## config.mk

```make
export PLATFORM = sky130hd
export DESIGN_NAME = quadrature_position_counter
export DESIGN_NICKNAME = d
export VERILOG_FILES = /design/src/rtl/qpc_pkg.sv /design/src/rtl/quadrature_position_counter.sv /design/src/rtl/qpc_step_decode.sv
export SDC_FILE = /design/constraint.sdc
export NUM_CORES = 1
export LEC_CHECK = 0
export ABC_AREA = 1
export ABC_CLOCK_PERIOD_IN_PS = 4550
export BUFFER_PORTS_ARGS = -buffer_cell sky130_fd_sc_hd__buf_2
export CAP_MARGIN = 0
export CORE_MARGIN = 1
export CORE_UTILIZATION = 50
export DETAILED_ROUTE_END_ITERATION = 10
export PLACE_DENSITY = 0.72
export SLEW_MARGIN = 20
export SYNTH_ARGS = -nofsm -noshare
export SYNTH_HDL_FRONTEND = slang
export SYNTH_SLANG_ARGS = --single-unit
```

## constraint.sdc

```tcl
create_clock -name clk -period 4.55 [get_ports clk]
set_clock_uncertainty 0.1 [all_clocks]
set_input_delay 0.91 -clock clk [delete_from_list [all_inputs] [get_ports clk]]
set_output_delay 0.91 -clock clk [all_outputs]
set_load 0.01 [all_outputs]
```

## src/rtl/qpc_pkg.sv

```systemverilog
// Shared types, codes and constants for the quadrature position counter.
`timescale 1ns / 1ps
`default_nettype none

package qpc_pkg;

    // Field widths
    localparam int unsigned COUNT_W = 32;
    localparam int unsigned PPT_W   = 15;
    localparam int unsigned LINES_W = 2;
    localparam int unsigned CFG_IDX_W  = 1;
    localparam int unsigned CFG_DATA_W = PPT_W;

    // Line state codes, bit1 = A, bit0 = B
    localparam logic [LINES_W-1:0] LINES_NONE = 2'h0;
    localparam logic [LINES_W-1:0] LINE_B_BIT = 2'h1;
    localparam logic [LINES_W-1:0] LINE_A_BIT = 2'h2;
    localparam logic [LINES_W-1:0] LINES_BOTH = 2'h3;

    // Register indexes on the configuration port
    localparam logic [CFG_IDX_W-1:0] REG_COUNT_MODE      = 1'b0;
    localparam logic [CFG_IDX_W-1:0] REG_PULSES_PER_TURN = 1'b1;

    typedef enum logic {
        OP_SAMPLE = 1'b0,
        OP_CLEAR  = 1'b1
    } op_t;

    typedef enum logic {
        MODE_X2 = 1'b0,
        MODE_X4 = 1'b1
    } mode_t;

    // Count step decoded from one pair of line states
    typedef struct packed {
        logic up;
        logic down;
    } step_t;

endpackage : qpc_pkg

`default_nettype wire

```

## src/rtl/quadrature_position_counter.sv

```systemverilog
// Quadrature position counter: input register, count update and result register.
//
// Usage: each input word carries an operation (sample or clear) and the sampled
// levels of channels A and B. Every accepted word yields exactly one result word
// with the pulse count, the revolution count and the line state after that word.
// Both channels use valid/ready; a word is taken when valid and ready are high.
// Order: an accepted word enters the input register, and its count update moves
// into the result register once that register is empty or being drained, from
// where the result word is offered to the receiver.
// Throughput: one word per cycle unless the receiver stalls, set by the
// combinational update (step, add, fold compare and add) between the registers.
// When the receiver stalls, the result register holds and the input register
// still takes one more word; ready drops only once both are full.
// Configuration (count_mode, pulses_per_turn) is written through cfg_write_en,
// cfg_index and cfg_data, by the user only while idle, which the block does not
// enforce; it takes effect at once. Reset clears counts, line history and both
// valid flags and sets X4 mode, no folding; the first sample only records lines.
`timescale 1ns / 1ps
`default_nettype none

module quadrature_position_counter
    import qpc_pkg::*;
(
    input  logic                      clk,
    input  logic                      rst_n,
    // configuration
    input  logic                      cfg_write_en,
    input  logic [CFG_IDX_W-1:0]      cfg_index,
    input  logic [CFG_DATA_W-1:0]     cfg_data,
    // input words
    input  logic                      in_valid,
    output logic                      in_ready,
    input  logic                      operation,
    input  logic                      chan_a,
    input  logic                      chan_b,
    // result words
    output logic                      out_valid,
    input  logic                      out_ready,
    output logic signed [COUNT_W-1:0] pulse_count,
    output logic signed [COUNT_W-1:0] revolution_count,
    output logic [LINES_W-1:0]        line_state
);

    // Configuration registers
    mode_t              count_mode_reg;
    logic [PPT_W-1:0]   ppt_reg;

    // Input register
    logic               in_valid_reg;
    op_t                in_op_reg;
    logic [LINES_W-1:0] in_lines_reg;

    // Counter state
    logic [LINES_W-1:0] last_lines_reg, last_lines_next;
    logic               primed_reg, primed_next;
    logic signed [COUNT_W-1:0] pulse_total_reg, pulse_total_next;
    logic signed [COUNT_W-1:0] turn_total_reg, turn_total_next;

    // Result register
    logic               out_valid_reg;
    logic signed [COUNT_W-1:0] pulse_out_reg;
    logic signed [COUNT_W-1:0] turn_out_reg;
    logic [LINES_W-1:0] lines_out_reg;
    logic [LINES_W-1:0] shown_next;

    logic               advance;
    step_t              step;
    logic signed [COUNT_W-1:0] stepped;
    logic signed [COUNT_W-1:0] ppt_ext;

    assign advance  = in_valid_reg && (!out_valid_reg || out_ready);
    assign in_ready = !in_valid_reg || advance;

    // Write configuration registers
    always_ff @(posedge clk or negedge rst_n)
    begin
        if (!rst_n)
        begin
            count_mode_reg <= MODE_X4;
            ppt_reg        <= '0;
        end
        else if (cfg_write_en)
        begin
            unique case (cfg_index)
                REG_COUNT_MODE:      count_mode_reg <= mode_t'(cfg_data[0]);
                REG_PULSES_PER_TURN: ppt_reg        <= cfg_data[PPT_W-1:0];
                default:             ppt_reg        <= ppt_reg;
            endcase
        end
    end

    // Capture an input word
    always_ff @(posedge clk or negedge rst_n)
    begin
        if (!rst_n)
        begin
            in_valid_reg <= 1'b0;
        end
        else if (in_ready)
        begin
            in_valid_reg <= in_valid;
        end
    end

    always_ff @(posedge clk)
    begin
        if (in_valid && in_ready)
        begin
            in_op_reg    <= op_t'(operation);
            in_lines_reg <= {chan_a, chan_b};
        end
    end

    qpc_step_decode u_step_decode (
        .mode       (count_mode_reg),
        .prev_lines (last_lines_reg),
        .curr_lines (in_lines_reg),
        .step       (step)
    );

    assign ppt_ext = signed'({{(COUNT_W-PPT_W){1'b0}}, ppt_reg});

    // Clear or prime, else step the pulse count and fold one revolution on overrun
    always_comb
    begin
        last_lines_next  = last_lines_reg;
        primed_next      = primed_reg;
        pulse_total_next = pulse_total_reg;
        turn_total_next  = turn_total_reg;
        shown_next       = last_lines_reg;
        stepped          = pulse_total_reg;

        priority if (in_op_reg == OP_CLEAR)
        begin
            pulse_total_next = '0;
            turn_total_next  = '0;
        end
        else if (!primed_reg)
        begin
            last_lines_next = in_lines_reg;
            primed_next     = 1'b1;
            shown_next      = in_lines_reg;
        end
        else
        begin
            priority if (step.up)
                stepped = pulse_total_reg + COUNT_W'(1);
            else if (step.down)
                stepped = pulse_total_reg - COUNT_W'(1);
            else
                stepped = pulse_total_reg;

            pulse_total_next = stepped;
            if (ppt_reg != '0)
            begin
                priority if (stepped >= ppt_ext)
                begin
                    turn_total_next  = turn_total_reg + COUNT_W'(1);
                    pulse_total_next = stepped - ppt_ext;
                end
                else if (stepped <= -ppt_ext)
                begin
                    turn_total_next  = turn_total_reg - COUNT_W'(1);
                    pulse_total_next = stepped + ppt_ext;
                end
                else
                begin
                    pulse_total_next = stepped;
                end
            end
            last_lines_next = in_lines_reg;
            shown_next      = in_lines_reg;
        end
    end

    // Advance counter state
    always_ff @(posedge clk or negedge rst_n)
    begin
        if (!rst_n)
        begin
            last_lines_reg  <= LINES_NONE;
            primed_reg      <= 1'b0;
            pulse_total_reg <= '0;
            turn_total_reg  <= '0;
        end
        else if (advance)
        begin
            last_lines_reg  <= last_lines_next;
            primed_reg      <= primed_next;
            pulse_total_reg <= pulse_total_next;
            turn_total_reg  <= turn_total_next;
        end
    end

    // Hold the result word until taken
    always_ff @(posedge clk or negedge rst_n)
    begin
        if (!rst_n)
        begin
            out_valid_reg <= 1'b0;
        end
        else if (advance)
        begin
            out_valid_reg <= 1'b1;
        end
        else if (out_ready)
        begin
            out_valid_reg <= 1'b0;
        end
    end

    always_ff @(posedge clk)
    begin
        if (advance)
        begin
            pulse_out_reg <= pulse_total_next;
            turn_out_reg  <= turn_total_next;
            lines_out_reg <= shown_next;
        end
    end

    assign out_valid        = out_valid_reg;
    assign pulse_count      = pulse_out_reg;
    assign revolution_count = turn_out_reg;
    assign line_state       = lines_out_reg;

    // A clear leaves both counts at zero
    assert property (@(posedge clk) disable iff (!rst_n)
        advance && (in_op_reg == OP_CLEAR) |=>
            (pulse_total_reg == '0) && (turn_total_reg == '0))
        else $error("counts not zero after clear");

    // The priming sample counts nothing
    assert property (@(posedge clk) disable iff (!rst_n)
        advance && (in_op_reg == OP_SAMPLE) && !primed_reg |=>
            $stable(pulse_total_reg) && $stable(turn_total_reg) && primed_reg)
        else $error("priming sample changed the counts");

    // A sample moves the revolution count by at most one
    assert property (@(posedge clk) disable iff (!rst_n)
        advance && (in_op_reg == OP_SAMPLE) |=>
            (turn_total_reg == $past(turn_total_reg))
            || (turn_total_reg == $past(turn_total_reg) + COUNT_W'(1))
            || (turn_total_reg == $past(turn_total_reg) - COUNT_W'(1)))
        else $error("revolution count jumped");

    // Ready drops only with both registers full and the output stalled
    assert property (@(posedge clk) disable iff (!rst_n)
        !in_ready |-> in_valid_reg && out_valid_reg && !out_ready)
        else $error("input stalled without cause");

    // The result register is loaded only while empty or being drained
    assert property (@(posedge clk) disable iff (!rst_n)
        out_valid_reg && !out_ready |=> $stable(pulse_out_reg) && $stable(turn_out_reg))
        else $error("result overwritten while stalled");

endmodule : quadrature_position_counter

`default_nettype wire

```

## src/rtl/qpc_step_decode.sv

```systemverilog
// Transition decoder: turns previous and current line states into a count step.
`timescale 1ns / 1ps
`default_nettype none

module qpc_step_decode
    import qpc_pkg::*;
(
    input  mode_t              mode,
    input  logic [LINES_W-1:0] prev_lines,
    input  logic [LINES_W-1:0] curr_lines,
    output step_t              step
);

    logic [LINES_W-1:0] diff;
    logic               single_change;
    logic               x4_down;

    assign diff          = prev_lines ^ curr_lines;
    assign single_change = (diff == LINE_A_BIT) || (diff == LINE_B_BIT);
    // previous B xor current A gives the direction; one means down
    assign x4_down       = prev_lines[0] ^ curr_lines[1];

    // Pick the step according to the counting mode
    always_comb
    begin
        step = '0;
        unique case (mode)
            MODE_X2:
            begin
                step.up   = ((prev_lines == LINES_BOTH) && (curr_lines == LINES_NONE))
                         || ((prev_lines == LINES_NONE) && (curr_lines == LINES_BOTH));
                step.down = ((prev_lines == LINE_A_BIT) && (curr_lines == LINE_B_BIT))
                         || ((prev_lines == LINE_B_BIT) && (curr_lines == LINE_A_BIT));
            end
            MODE_X4:
            begin
                step.up   = single_change && !x4_down;
                step.down = single_change && x4_down;
            end
            default:
            begin
                step = '0;
            end
        endcase
    end

endmodule : qpc_step_decode

`default_nettype wire

```

==> summary.md <==
| Metric | Value |
|---|---|
| Outcome | finished with violations |
| Failing checks | negative setup slack |
| Clock Pin Slew Worst Setup and Hold Paths | 0.07 ns |
| Syn. warnings | 0 |
| Fin. Hold Viols | 0 |
| Fillers | between 2000 and 2500 |
| Die ar. | 0.02994 mm2 |
| Maximum vdd ir drop | between 0.5 and 0.6 mV |
| Final Non-Filler Cells | 3102 |
| Synth Cell Area | around 0.015 mm2 |
| Crit path top cell by count | nand2_2 |
| Mux cell area share after synthesis | 0% |
| Number of antenna violations at the first check in global routing | 0 |
| CP required | ~4.7 ns |
| Fin crit share | 103.5% |
| Mapped Cells | 2329 |
| Number of global-route vias before repair | ~17000 |
| Worst setup EP type | register |
| Post-DRT Antenna Nets | 0 |
| P&R area growth vs syn | 38.86% |
| Inserted Clock Buffers | 17 |
| DR iter-0 viols | ~1700 |
| Vias per cell | ~5.8 |
| EDFF count, synth | between 60 and 70 |
| Post-synthesis register bit count | 154 |
| DP HPWL | 44.87 mm |
| Placed cell count | around 3000 |
| Minimum clock period | 4.709 ns |
| WL final | 62.20 mm |
| Starting density of the core | between 50% and 60% |
| Synth Area in Adders | around 6% |
| RSZ-0062 raised after global routing | yes |
| Worst path top cell family by delay | simple AND/OR/NAND/NOR gates |
| Mapped Nets | approximately 2400 |
| Final hold slack | 0.4080 ns |
| CTS tree | built |
| Fin util | roughly 71% |
| FP Rows | 62 |
| Final setup violation count | between 70 and 80 |
| Core area | approximately 0.029 mm2 |
| Largest net degree at the start of global routing | slightly below 70 |
| Pwr/cell area | slightly below 900 mW/mm2 |
| Mean routed wirelength per cell | 20.05 um |
| DRC viols | 0 |
| Post-CTS Hold Buffers | 0 |
| Slowest CP cell | edfxtp_1 |
| Leak Pwr | between 10 and 15 nW |
| Crit start category | register |
| Max Clk Rate | roughly 0.21 GHz |
| Die W | ~170 um |
| Mean Syn Cell Area | about 6.3 um2 |
| CP arrival | 4.82 ns |
| Compound-Gate Fraction of Synth Area | approximately 9% |
| Setup tns final | -4.846 ns |
| Num ports | 92 |
| Max stage delay on crit path | around 0.45 ns |
| Slew Limit Fails | 0 |
| Proportion of synthesized chip area in sequential cells | between 20 and 30% |
| Max Cap Viol | 0 |
| Simple-gate area share of the yosys netlist | a little over two fifths |
| Setup WS post-layout | -0.1589 ns |
| Main combinational cell family by area after synthesis | simple AND/OR/NAND/NOR gates |
| Die H | between 150 and 200 um |
| Post-Synth XOR/XNOR Area | 4.072% |
| Drt first pass iters | 6 |
| Setup CP Type | register to register |
| Tot GR Track Use | between 30% and 40% |
| Max FO, Critical Path | 7 |
| First-pass GRT wire length | approximately 90 mm |
| Port Buffers | 91 |
| Congestion Overflow GR | 0 |
| Post-synth top flop | dfrtp_1 |
| Slew @ Worst Pin | 1.049 ns |
| Worst skew pair latency | approximately 0.46 ns |
| Library cells used by synthesis | a little over 50 |
| CTS H-tree depth | 4 |
| Layout cells sized above 1 | a little under a third |
| Normalized max-slew margin | around 30% |
| WP buf/inv | 9 |
| Via Count | ~18000 |
| Deepest clock path buffer count | 2 |
| Clock Sinks | 154 |
| HP Class | register to register |
| Fin nets | between 2000 and 3000 |
| CTS root buf | clkbuf_16 |
| RePlAce Congestion | 1.025 |
| PnR Total Power | 18.07 mW |
| Async S/R FF share, synth | roughly 55% |
-- synth_stat cells (2+ instances only) --
library cell | n | area (um2)
inv_1 | 248 | 930.9
and3_1 | 16 | 100.1
a21boi_0 | 6 | 45.04
nor3_2 | 4 | 40.04
buf_1 | 6 | 22.52
nor3_1 | 44 | 220.2
buf_4 | 3 | 22.52
or2_2 | 2 | 12.51
xor2_1 | 65 | 569.3
edfxtp_1 | 69 | 2072
nor2_2 | 10 | 62.56
nand3b_1 | 9 | 67.56
nand2_4 | 2 | 22.52
nand2_2 | 17 | 106.4
fa_1 | 2 | 40.04
inv_2 | 13 | 48.80
nand4_1 | 95 | 594.3
a31oi_1 | 2 | 12.51
nand3_1 | 189 | 945.9
nor2_1 | 243 | 912.1
and2_1 | 5 | 31.28
nor4_1 | 14 | 87.58
buf_2 | 33 | 165.2
o21bai_1 | 3 | 22.52
a21boi_1 | 6 | 45.04
buf_6 | 4 | 45.04
nand2_1 | 773 | 2902
ha_1 | 67 | 838.3
o21ai_0 | 93 | 465.5
nand3_2 | 2 | 20.02
o21ai_1 | 14 | 70.07
clkbuf_1 | 59 | 221.5
xnor2_1 | 3 | 26.28
a21oi_1 | 97 | 485.5
dfrtp_1 | 84 | 2102
o211ai_1 | 7 | 52.55
o21a_1 | 5 | 37.54
o22ai_1 | 2 | 12.51
-- layout make-up --
cell class	instances	area [um2]	share of cell area, %
clock buffer	21	450.4	2.218
sequential	154	4207	20.71
timing repair buffer	461	3657	18.01
inverter	261	993.5	4.891
multi-input combinational	1809	10370	51.08
clock inverter	11	146.4	0.7208
tap	384	480.5	2.366
antenna	1	2.502	0.01232
-- per-layer routing --
| layer | wire length, um | track usage (%) | vias up | share of wire (%) |
|---|---|---|---|---|
| met2 | 29940 | 67.24 | 874 | 48 |
| met4 | 4612 | 23.67 | 0 | 7.4 |
| li1 | - | - | 8332 | - |
| met5 | 0 | 0 | - | 0 |
| met3 | 4232 | 5.189 | 294 | 6.8 |
| met1 | 23410 | 44.28 | 8420 | 38 |
-- cells by family after synthesis --
| kind of cell | count (synthesis) |
|---|---|
| buffers and inverters | 366 |
| adders and majority gates | 69 |
| DFF | 154 |
| and+or+nand+nor | 1430 |
| xor gates and xnor gates | 68 |
| AOI/OAI and AO/OA | 242 |
-- cell usage in the layout (no fill, tap or decap), types with 5 or more instances in the layout --
master,synthesis,final
nor3_1,44,34
nand3_1,189,119
nand2_1,773,691
dfrtp_1,84,79
nor4_2,0,5
a21oi_2,1,7
buf_4,3,320
o211ai_1,7,7
xor2_1,65,61
nor2_4,1,11
o21ai_2,0,30
o21ai_0,93,37
buf_12,0,13
o21ai_1,14,37
a21boi_1,6,7
nor4_1,14,8
and3_1,16,12
nand3_4,1,11
nand4_1,95,95
clkbuf_16,0,23
nand2_4,2,18
nor3_2,4,10
nand2_2,17,83
nor2_1,243,211
ha_1,67,54
buf_6,4,23
ha_4,0,10
edfxtp_1,69,69
nand3_2,2,62
a21oi_1,97,90
o21a_1,5,5
inv_2,13,21
buf_8,0,9
buf_2,33,90
dfrtp_2,0,5
inv_1,248,235
nor2_2,10,32
nand3b_1,9,9
-- per-stage QoR --
step / instance area, um2 / worst slack (ns)
floorplan: 14630 / 0.0006759
global placement: 17550 / -0.2148
detailed placement: 17550 / -0.2635
CTS: 18280 / -0.08100
global route: 20310 / -0.5038
finish: 20310 / -0.1589
-- power by group --
part	switching [mW]	internal, mW	total [mW]
registers	0.507	2.05	2.56
logic	8.32	5.65	14.0
clock network	0.662	0.880	1.54
-- worst reg2reg max path, delay by kind of cell (launching register included) --
kind                       cells  cell delay (ns)
and+or+nand+nor               20             2.05
DFF                            1             0.45
buffers and inverters          9             1.11
AOI/OAI and AO/OA              2             0.25
xor gates and xnor gates       1             0.19
adders and majority gates      1             0.29
-- worst paths after layout --
kind                                startpoint              endpoint  slack (ns)  cells past startpoint
setup / recovery               in_lines_reg[1]  revolution_count[16]       -0.16                     33
hold / removal             pulse_total_reg[31]   pulse_total_reg[31]        0.41                      2
setup reg to reg               in_lines_reg[1]  revolution_count[16]       -0.16                     33
hold reg to reg            pulse_total_reg[31]   pulse_total_reg[31]        0.41                      2
max in group asynchronous                rst_n    pulse_total_reg[8]        2.83                      2
min in group asynchronous                rst_n    turn_total_reg[11]        0.50                      1
-- what timing repair did --
| action | in CTS | in global routing |
|---|---|---|
| resized for setup | 38 | 405 |
| endpoints found under the setup margin | 110 | 128 |
| gates cloned | 0 | 6 |
| pin swaps | 2 | 152 |
| setup buffers | 3 | 49 |
(Power assumes the default switching activity.)
